**src/rtl/core/md5sh_pkg.sv**
```systemverilog
// ----------------------------------------------------------------------------
// md5sh_pkg
// Shared types, constants and table functions for the streaming MD5 core.
// ----------------------------------------------------------------------------
package md5sh_pkg;

   localparam int WORD_BITS = 32;
   localparam logic [6:0] BLOCK_BYTES = 7'd64;
   localparam logic [5:0] PAD_LIMIT = 6'd56;
   localparam logic [7:0] PAD_MARKER = 8'h80;
   localparam logic [5:0] LAST_ROUND = 6'd63;
   localparam logic [3:0] LEN_WORD_LO = 4'd14;

   typedef logic [WORD_BITS-1:0] word_type;
   typedef word_type chain_type [4];

   // block padding control for the word fetch path
   typedef struct packed {
      logic [6:0] keep;     // bytes below this index come from the buffer
      logic       mark;     // the byte at keep is the 0x80 marker
      logic       len_blk;  // words 14 and 15 hold the bit length
   } pad_ctrl_type;

   localparam word_type INIT_VECTOR [4] = '{
      32'h67452301, 32'hefcdab89, 32'h98badcfe, 32'h10325476
   };

   localparam word_type ROUND_K [64] = '{
      32'hd76aa478, 32'he8c7b756, 32'h242070db, 32'hc1bdceee,
      32'hf57c0faf, 32'h4787c62a, 32'ha8304613, 32'hfd469501,
      32'h698098d8, 32'h8b44f7af, 32'hffff5bb1, 32'h895cd7be,
      32'h6b901122, 32'hfd987193, 32'ha679438e, 32'h49b40821,
      32'hf61e2562, 32'hc040b340, 32'h265e5a51, 32'he9b6c7aa,
      32'hd62f105d, 32'h02441453, 32'hd8a1e681, 32'he7d3fbc8,
      32'h21e1cde6, 32'hc33707d6, 32'hf4d50d87, 32'h455a14ed,
      32'ha9e3e905, 32'hfcefa3f8, 32'h676f02d9, 32'h8d2a4c8a,
      32'hfffa3942, 32'h8771f681, 32'h6d9d6122, 32'hfde5380c,
      32'ha4beea44, 32'h4bdecfa9, 32'hf6bb4b60, 32'hbebfbc70,
      32'h289b7ec6, 32'heaa127fa, 32'hd4ef3085, 32'h04881d05,
      32'hd9d4d039, 32'he6db99e5, 32'h1fa27cf8, 32'hc4ac5665,
      32'hf4292244, 32'h432aff97, 32'hab9423a7, 32'hfc93a039,
      32'h655b59c3, 32'h8f0ccc92, 32'hffeff47d, 32'h85845dd1,
      32'h6fa87e4f, 32'hfe2ce6e0, 32'ha3014314, 32'h4e0811a1,
      32'hf7537e82, 32'hbd3af235, 32'h2ad7d2bb, 32'heb86d391
   };

   localparam logic [4:0] ROT_TABLE [16] = '{
      5'd7, 5'd12, 5'd17, 5'd22, 5'd5, 5'd9, 5'd14, 5'd20,
      5'd4, 5'd11, 5'd16, 5'd23, 5'd6, 5'd10, 5'd15, 5'd21
   };

   // message word used by a round
   function automatic logic [3:0] word_pick(input logic [5:0] round);
      logic [3:0] r4;
      logic [3:0] pick;
      r4 = round[3:0];
      case (round[5:4])
         2'd0: pick = r4;
         2'd1: pick = 4'((r4 << 2) + r4 + 4'd1);
         2'd2: pick = 4'((r4 << 1) + r4 + 4'd5);
         2'd3: pick = 4'((r4 << 3) - r4);
         default: pick = r4;
      endcase
      return pick;
   endfunction

   function automatic logic [4:0] rot_amount(input logic [5:0] round);
      return ROT_TABLE[{round[5:4], round[1:0]}];
   endfunction

endpackage

```
**src/rtl/core/md5_stream_hash.sv**
```systemverilog
// ----------------------------------------------------------------------------
// md5_stream_hash
// Streaming MD5 digest of a byte stream, one shared round unit.
// ----------------------------------------------------------------------------
// Items are accepted while the core is idle. An item that completes a 64-byte
// block or ends the message starts a compression: chain load, 64 rounds
// through the single round unit, chain fold. The end of a message adds one
// padded compression, or two when 56 or more bytes of the last block are
// held, and then four digest words, one per cycle while rsp_tready is high.
// The message word for each round is fetched from the block memory one round
// ahead. req_tready is high only while no block is being compressed and no
// digest is waiting.
module md5_stream_hash (
   input  logic        clock,
   input  logic        reset,
   input  logic        req_tvalid,
   output logic        req_tready,
   input  logic [7:0]  req_tdata,   // [7:0] data_byte
   input  logic [0:0]  req_tuser,   // [0] has_byte
   input  logic        req_tlast,   // end_of_message
   output logic        rsp_tvalid,
   input  logic        rsp_tready,
   output logic [31:0] rsp_tdata,   // [31:0] digest_word
   output logic [1:0]  rsp_tuser,   // [1:0] word_index
   output logic        rsp_tlast    // last_word
);
   import md5sh_pkg::*;

   localparam logic [2:0] S_IDLE  = 3'd0;
   localparam logic [2:0] S_LOAD  = 3'd1;
   localparam logic [2:0] S_ROUND = 3'd2;
   localparam logic [2:0] S_FOLD  = 3'd3;
   localparam logic [2:0] S_OUT   = 3'd4;

   logic [2:0]   state_ff, state_in;
   logic [5:0]   round_ff, round_in;
   logic [5:0]   fill_ff, fill_in;
   logic [63:0]  length_ff, length_in;
   logic [1:0]   out_idx_ff, out_idx_in;
   logic         eom_ff, eom_in;
   pad_ctrl_type pad_ff, pad_in;
   word_type     chain_ff [4];
   word_type     chain_in [4];
   word_type     work_ff [4];
   word_type     work_in [4];

   logic         accept;
   logic         has_byte;
   logic [5:0]   fill_new;
   logic [5:0]   rd_round;
   logic [31:0]  msg_word;
   word_type     rnd_out [4];

   assign req_tready = (state_ff == S_IDLE);
   assign accept     = req_tvalid && req_tready;
   assign has_byte   = req_tuser[0];
   assign fill_new   = has_byte ? fill_ff + 6'd1 : fill_ff;
   assign rd_round   = (state_ff == S_LOAD) ? 6'd0 : round_ff + 6'd1;

   md5sh_buffer u_buffer (
      .clock    (clock),
      .wr_en    (accept && has_byte),
      .wr_addr  (fill_ff),
      .wr_byte  (req_tdata),
      .rd_addr  (word_pick(rd_round)),
      .pad_ctrl (pad_ff),
      .len_bits ({length_ff[60:0], 3'b000}),
      .rd_word  (msg_word)
   );

   md5sh_round u_round (
      .round      (round_ff),
      .a_in_word  (work_ff[0]),
      .b_in_word  (work_ff[1]),
      .c_in_word  (work_ff[2]),
      .d_in_word  (work_ff[3]),
      .msg_word   (msg_word),
      .a_out_word (rnd_out[0]),
      .b_out_word (rnd_out[1]),
      .c_out_word (rnd_out[2]),
      .d_out_word (rnd_out[3])
   );

   always_comb begin
      state_in   = state_ff;
      round_in   = round_ff;
      fill_in    = fill_ff;
      length_in  = length_ff;
      out_idx_in = out_idx_ff;
      eom_in     = eom_ff;
      pad_in     = pad_ff;
      chain_in   = chain_ff;
      work_in    = work_ff;
      case (state_ff)
         S_IDLE: begin
            if (accept) begin
               fill_in = fill_new;
               if (has_byte) begin
                  length_in = length_ff + 64'd1;
               end
               if (has_byte && (fill_ff == LAST_ROUND)) begin
                  pad_in.keep    = BLOCK_BYTES;
                  pad_in.mark    = 1'b0;
                  pad_in.len_blk = 1'b0;
                  eom_in         = req_tlast;
                  state_in       = S_LOAD;
               end else if (req_tlast) begin
                  pad_in.keep    = {1'b0, fill_new};
                  pad_in.mark    = 1'b1;
                  pad_in.len_blk = (fill_new < PAD_LIMIT);
                  state_in       = S_LOAD;
               end
            end
         end
         S_LOAD: begin
            work_in  = chain_ff;
            round_in = 6'd0;
            state_in = S_ROUND;
         end
         S_ROUND: begin
            work_in  = rnd_out;
            round_in = round_ff + 6'd1;
            if (round_ff == LAST_ROUND) begin
               state_in = S_FOLD;
            end
         end
         S_FOLD: begin
            for (int k = 0; k < 4; k++) begin
               chain_in[k] = chain_ff[k] + work_ff[k];
            end
            if (eom_ff) begin
               // full block ended the message: padding block follows
               pad_in.keep    = {1'b0, fill_ff};
               pad_in.mark    = 1'b1;
               pad_in.len_blk = (fill_ff < PAD_LIMIT);
               eom_in         = 1'b0;
               state_in       = S_LOAD;
            end else if (pad_ff.mark && !pad_ff.len_blk) begin
               // marker block had no room for the length
               pad_in.keep    = 7'd0;
               pad_in.mark    = 1'b0;
               pad_in.len_blk = 1'b1;
               state_in       = S_LOAD;
            end else if (pad_ff.len_blk) begin
               out_idx_in = 2'd0;
               state_in   = S_OUT;
            end else begin
               state_in = S_IDLE;
            end
         end
         S_OUT: begin
            if (rsp_tready) begin
               out_idx_in = out_idx_ff + 2'd1;
               if (out_idx_ff == 2'd3) begin
                  chain_in  = INIT_VECTOR;
                  fill_in   = 6'd0;
                  length_in = 64'd0;
                  pad_in    = '0;
                  state_in  = S_IDLE;
               end
            end
         end
         default: begin
            state_in = S_IDLE;
         end
      endcase
   end

   always_ff @(posedge clock) begin
      if (reset) begin
         state_ff   <= S_IDLE;
         round_ff   <= 6'd0;
         fill_ff    <= 6'd0;
         length_ff  <= 64'd0;
         out_idx_ff <= 2'd0;
         eom_ff     <= 1'b0;
         pad_ff     <= '0;
         chain_ff   <= INIT_VECTOR;
      end else begin
         state_ff   <= state_in;
         round_ff   <= round_in;
         fill_ff    <= fill_in;
         length_ff  <= length_in;
         out_idx_ff <= out_idx_in;
         eom_ff     <= eom_in;
         pad_ff     <= pad_in;
         chain_ff   <= chain_in;
      end
   end

   always_ff @(posedge clock) begin
      work_ff <= work_in;
   end

   assign rsp_tvalid = (state_ff == S_OUT);
   assign rsp_tdata  = chain_ff[out_idx_ff];
   assign rsp_tuser  = out_idx_ff;
   assign rsp_tlast  = (out_idx_ff == 2'd3);

endmodule

```
**src/rtl/core/md5sh_round.sv**
```systemverilog
// ----------------------------------------------------------------------------
// md5sh_round
// One MD5 round: boolean function, four-way add, rotate and add.
// ----------------------------------------------------------------------------
module md5sh_round (
   input  logic [5:0]  round,
   input  logic [31:0] a_in_word,
   input  logic [31:0] b_in_word,
   input  logic [31:0] c_in_word,
   input  logic [31:0] d_in_word,
   input  logic [31:0] msg_word,
   output logic [31:0] a_out_word,
   output logic [31:0] b_out_word,
   output logic [31:0] c_out_word,
   output logic [31:0] d_out_word
);
   import md5sh_pkg::*;

   logic [31:0] f_val;
   logic [31:0] sum;
   logic [31:0] rotated;
   logic [5:0]  shift;

   always_comb begin
      case (round[5:4])
         2'd0: f_val = (b_in_word & c_in_word) | (~b_in_word & d_in_word);
         2'd1: f_val = (d_in_word & b_in_word) | (~d_in_word & c_in_word);
         2'd2: f_val = b_in_word ^ c_in_word ^ d_in_word;
         2'd3: f_val = c_in_word ^ (b_in_word | ~d_in_word);
         default: f_val = b_in_word ^ c_in_word ^ d_in_word;
      endcase
   end

   assign sum     = f_val + a_in_word + ROUND_K[round] + msg_word;
   assign shift   = {1'b0, rot_amount(round)};
   assign rotated = (sum << shift) | (sum >> (6'd32 - shift));

   assign a_out_word = d_in_word;
   assign b_out_word = b_in_word + rotated;
   assign c_out_word = b_in_word;
   assign d_out_word = c_in_word;

endmodule

```
**src/rtl/core/md5sh_buffer.sv**
```systemverilog
// ----------------------------------------------------------------------------
// md5sh_buffer
// 64-byte block memory, byte writes and registered word reads, with the
// padding bytes and bit length merged into the fetched word.
// ----------------------------------------------------------------------------
module md5sh_buffer (
   input  logic                      clock,
   input  logic                      wr_en,
   input  logic [5:0]                wr_addr,
   input  logic [7:0]                wr_byte,
   input  logic [3:0]                rd_addr,
   input  md5sh_pkg::pad_ctrl_type   pad_ctrl,
   input  logic [63:0]               len_bits,
   output logic [31:0]               rd_word
);
   import md5sh_pkg::*;

   logic [31:0] block_mem_ff [16];
   logic [31:0] rd_data_ff;
   logic [3:0]  rd_idx_ff;

   always_ff @(posedge clock) begin
      if (wr_en) begin
         block_mem_ff[wr_addr[5:2]][{wr_addr[1:0], 3'b000} +: 8] <= wr_byte;
      end
      rd_data_ff <= block_mem_ff[rd_addr];
      rd_idx_ff  <= rd_addr;
   end

   always_comb begin
      logic [5:0] pos;
      for (int j = 0; j < 4; j++) begin
         pos = {rd_idx_ff, 2'(j)};
         if ({1'b0, pos} < pad_ctrl.keep) begin
            rd_word[8*j +: 8] = rd_data_ff[8*j +: 8];
         end else if (pad_ctrl.mark && ({1'b0, pos} == pad_ctrl.keep)) begin
            rd_word[8*j +: 8] = PAD_MARKER;
         end else if (pad_ctrl.len_blk && (rd_idx_ff >= LEN_WORD_LO)) begin
            rd_word[8*j +: 8] = len_bits[{pos[2:0], 3'b000} +: 8];
         end else begin
            rd_word[8*j +: 8] = 8'h00;
         end
      end
   end

endmodule
```
**config.mk**
```make
export PLATFORM = sky130hd
export DESIGN_NAME = md5_stream_hash
export DESIGN_NICKNAME = d
export VERILOG_FILES = /design/src/rtl/core/md5sh_pkg.sv /design/src/rtl/core/md5_stream_hash.sv /design/src/rtl/core/md5sh_round.sv /design/src/rtl/core/md5sh_buffer.sv
export SDC_FILE = /design/constraint.sdc
export NUM_CORES = 2
export LEC_CHECK = 0
export BUFFER_PORTS_ARGS = -buffer_cell sky130_fd_sc_hd__buf_2
export CAP_MARGIN = 20
export CELL_PAD_IN_SITES_DETAIL_PLACEMENT = 0
export CELL_PAD_IN_SITES_GLOBAL_PLACEMENT = 1
export CORE_MARGIN = 1
export CORE_UTILIZATION = 40
export DETAILED_ROUTE_END_ITERATION = 12
export HOLD_SLACK_MARGIN = 0.02
export MAX_ROUTING_LAYER = met4
export PLACE_DENSITY = 0.74
export RECOVER_POWER = 50
export SYNTH_ARGS = -nofsm -noshare
export SYNTH_HDL_FRONTEND = slang
export SYNTH_HIERARCHICAL = 1
export SYNTH_SLANG_ARGS = --single-unit
```
**constraint.sdc**
```tcl
create_clock -name clock -period 11.9 [get_ports clock]
set_input_delay 1.785 -clock clock [delete_from_list [all_inputs] [get_ports clock]]
set_output_delay 1.785 -clock clock [all_outputs]
set_load 0.02 [all_outputs]
```
==> flow_summary.toml <==
[run_status]
status = "finished, violations left"
violations = "max-capacitance violations, max-slew violations"

[critical_path]
crit_end = "work_ff[95]$_DFFE_PP_"
r2r_slack_ps = 790
required_ps = 12460
cpMostUsedCell = "nand2_1"
ff2ff_path_depth = 35
crit_start = "round_ff[1]$_SDFFE_PP0P_"
startpoint_type = "flop"
regToRegEndpoint = "work_ff[95]$_DFFE_PP_"
crit_slowest_cell = "ha_1"
crit_arrival_ps = 11670
endpoint_kind = "flop"
slowest_delay_ps = 770
worstSetupPathType = "flop to flop"
reg2reg_from = "round_ff[1]$_SDFFE_PP0P_"
crit_path_max_fanout = 17

[logic_synthesis]
yosys-top-cells-area = "edfxtp_1 (34%), dfxtp_1 (8.9%), mux4_2 (7.1%)"
synth_area_leader_cell = "edfxtp_1"
synth_flop_cell = "edfxtp_1"
ys_async_sr_fraction_pct = 0
synth_cell_types = 114
avgSynthCellArea_um2 = 10.07
yosysWarnings = 6
synth_edf_count = 640
synth_area_um2 = 56810
synth-seq-cells = 892
ys_seq_area_share_pct = 42.71
synth_top_area_share_pct = 33.83
syn-instance-count = 5642

[finish]
layout_common_cells = "nand2_1 (806), edfxtp_1 (640), nor2_1 (450)"
fin_nets = 5806
area_growth_pct = 7.767
regArea_um2 = 24280
fin_cells = 7431
multiInputGateArea_um2 = 29980
nFillCells = 13416
drive_above_1_share_pct = 10.02
final_common_cell = "nand2_1"

[cts]
cts_setup_buffers = 0
cts.sinks = 892
ctsResizeCount = 0
clk-insertion-delay-late_ps = 730
cts_tree = "built"
clk_path_buf_depth = 3
clk_pin_slew_ps = 60
htreeDepth = 3
hold_buffers = 0
cts_buffers = 94
cts_root_buf = "clkbuf_16"

[global_route]
grt_pass1_wl_um = 276600
grt_pass1_vias = 42040
grt.total_usage_pct = 26.38
antenna_found_initial = 4
grt_max_degree = 155
gr-total-overflow = 0

[sta]
final.setup.tns_ps = 0
max_slew_margin_pct = -192.7
drv_slew = 440
hold_viol_final = 0
fmax_ghz = 0.09001
period_needed_ps = 11110
worst_slack_ps = 790.2
fin_crit_sh_pct = 93.36
rsz0062_at_grt = "no"
tightest_slew_ps = 4367
fin_skew_ps = 33.98
whs_ps = 484.3
final-setup-viol-count = 0

[floorplanning]
initial_core_util_pct = 40.52
ios = 51
die_area_um2 = 143500
rows = 137
die_h_um = 378.9
core_area_um2 = 140200
die_w_um = 378.9

[route]
num_vias = 44837
routed_wl_um = 186300
vias_per_cell = 6.034
ant_nets = 0
first_iter_violations = 4974
drt_pass1_iterations = 6
drc = 0
post_drt_wl_per_cell_um = 25.07

[place]
dp_hpwl_um = 134100
dpl.cell_count = 7250
gp_congestion = 0.9489
portBuffers = 50
pre_cts_ws_ps = 1211

[flow_run]
drv_cap = 8

[hold_path]
hold_path_class = "flop to flop"
==> layout make-up <==
class	instances	area share, %
Inverter	204	1.253
Sequential cell	892	39.65
Tap cell	1876	3.834
Timing Repair Buffer	132	1.412
Antenna cell	4	0.01635
Clock buffer	135	4.242
Clock inverter	40	0.6294
Multi-Input combinational cell	4148	48.96
==> worst max-delay path, delay by kind of cell, from the launching register on <==
kind,cells,cell delay (ps)
mux,2,770
buf+inv,2,300
simple gates,7,1090
flops,1,540
xor+xnor,1,190
fa+ha+maj,5,2570
compound gates,18,5430
==> flip-flops by register name, indices dropped and copies added, names as in the netlist, 6 cells and up <==
signal,cells
length_ff,61
fill_ff,6
round_ff,6
u_buffer/rd_data_ff,32
work_ff,128
u_buffer/block_mem_ff,512
pad_ff,9
chain_ff,128
==> kinds of logic after synthesis <==
family / after synthesis / synth area share, %
AND/OR/NAND/NOR: 1837 / 14.42
AO/OA/AOI/OAI: 1400 / 16.29
flip-flops: 892 / 42.71
buffers and inverters: 604 / 4.761
multiplexers: 339 / 9.978
adder cells (fa/ha/maj): 321 / 7.963
XOR/XNOR: 248 / 3.876
other: 1 / 0.006600
==> worst min path at each step <==
stage | end | cells past startpoint | slack (ps) | startpoint
after floorplan | chain_ff[123]$_SDFFE_PP0P_ | 2 | 450 | chain_ff[123]$_SDFFE_PP0P_
after global placement | length_ff[1]$_SDFFE_PP0P_ | 2 | 470 | length_ff[1]$_SDFFE_PP0P_
after detailed placement | length_ff[1]$_SDFFE_PP0P_ | 2 | 480 | length_ff[1]$_SDFFE_PP0P_
after CTS | length_ff[1]$_SDFFE_PP0P_ | 2 | 490 | length_ff[1]$_SDFFE_PP0P_
after global routing | length_ff[1]$_SDFFE_PP0P_ | 2 | 520 | length_ff[1]$_SDFFE_PP0P_
final | length_ff[1]$_SDFFE_PP0P_ | 2 | 480 | length_ff[1]$_SDFFE_PP0P_
==> cell usage after synthesis, types with 65 or more instances <==
| master | count |
|---|---|
| a21o_1 | 94 |
| nor3_1 | 77 |
| buf_4 | 98 |
| nand2_1 | 806 |
| nor2_1 | 457 |
| ha_1 | 252 |
| clkbuf_1 | 229 |
| edfxtp_1 | 640 |
| inv_1 | 199 |
| mux2i_1 | 125 |
| mux4_2 | 178 |
| fa_1 | 68 |
| a22oi_1 | 163 |
| xor2_1 | 104 |
| o211ai_1 | 65 |
| dfxtp_1 | 252 |
| o21ai_0 | 302 |
| nand3_1 | 146 |
| a21oi_1 | 288 |
| xnor2_1 | 140 |
==> per-stage QoR <==
| stage | utilization (%) | area (µm²) |
|---|---|---|
| 6_report | 43.67 | 61230 |
| 5_1_grt | 43.66 | 61220 |
| 4_1_cts | 43.67 | 61240 |
| 3_5_place_dp | 41.54 | 58250 |
| 3_3_place_gp | 41.53 | 58230 |
| 2_1_floorplan | - | 56820 |
==> per-layer routing <==
| layer | wire length [µm] | global-route usage [%] | up-vias |
|---|---|---|---|
| met3 | 15450 | 4.427 | 267 |
| met4 | 7174 | 10.15 | 0 |
| met5 | 0 | - | - |
| met1 | 82400 | 36.85 | 22250 |
| li1 | - | - | 20435 |
| met2 | 81270 | 38.14 | 1885 |
Power is not shown: default switching activity piles up to over one toggle a cycle in this logic, so the estimate is an artifact.
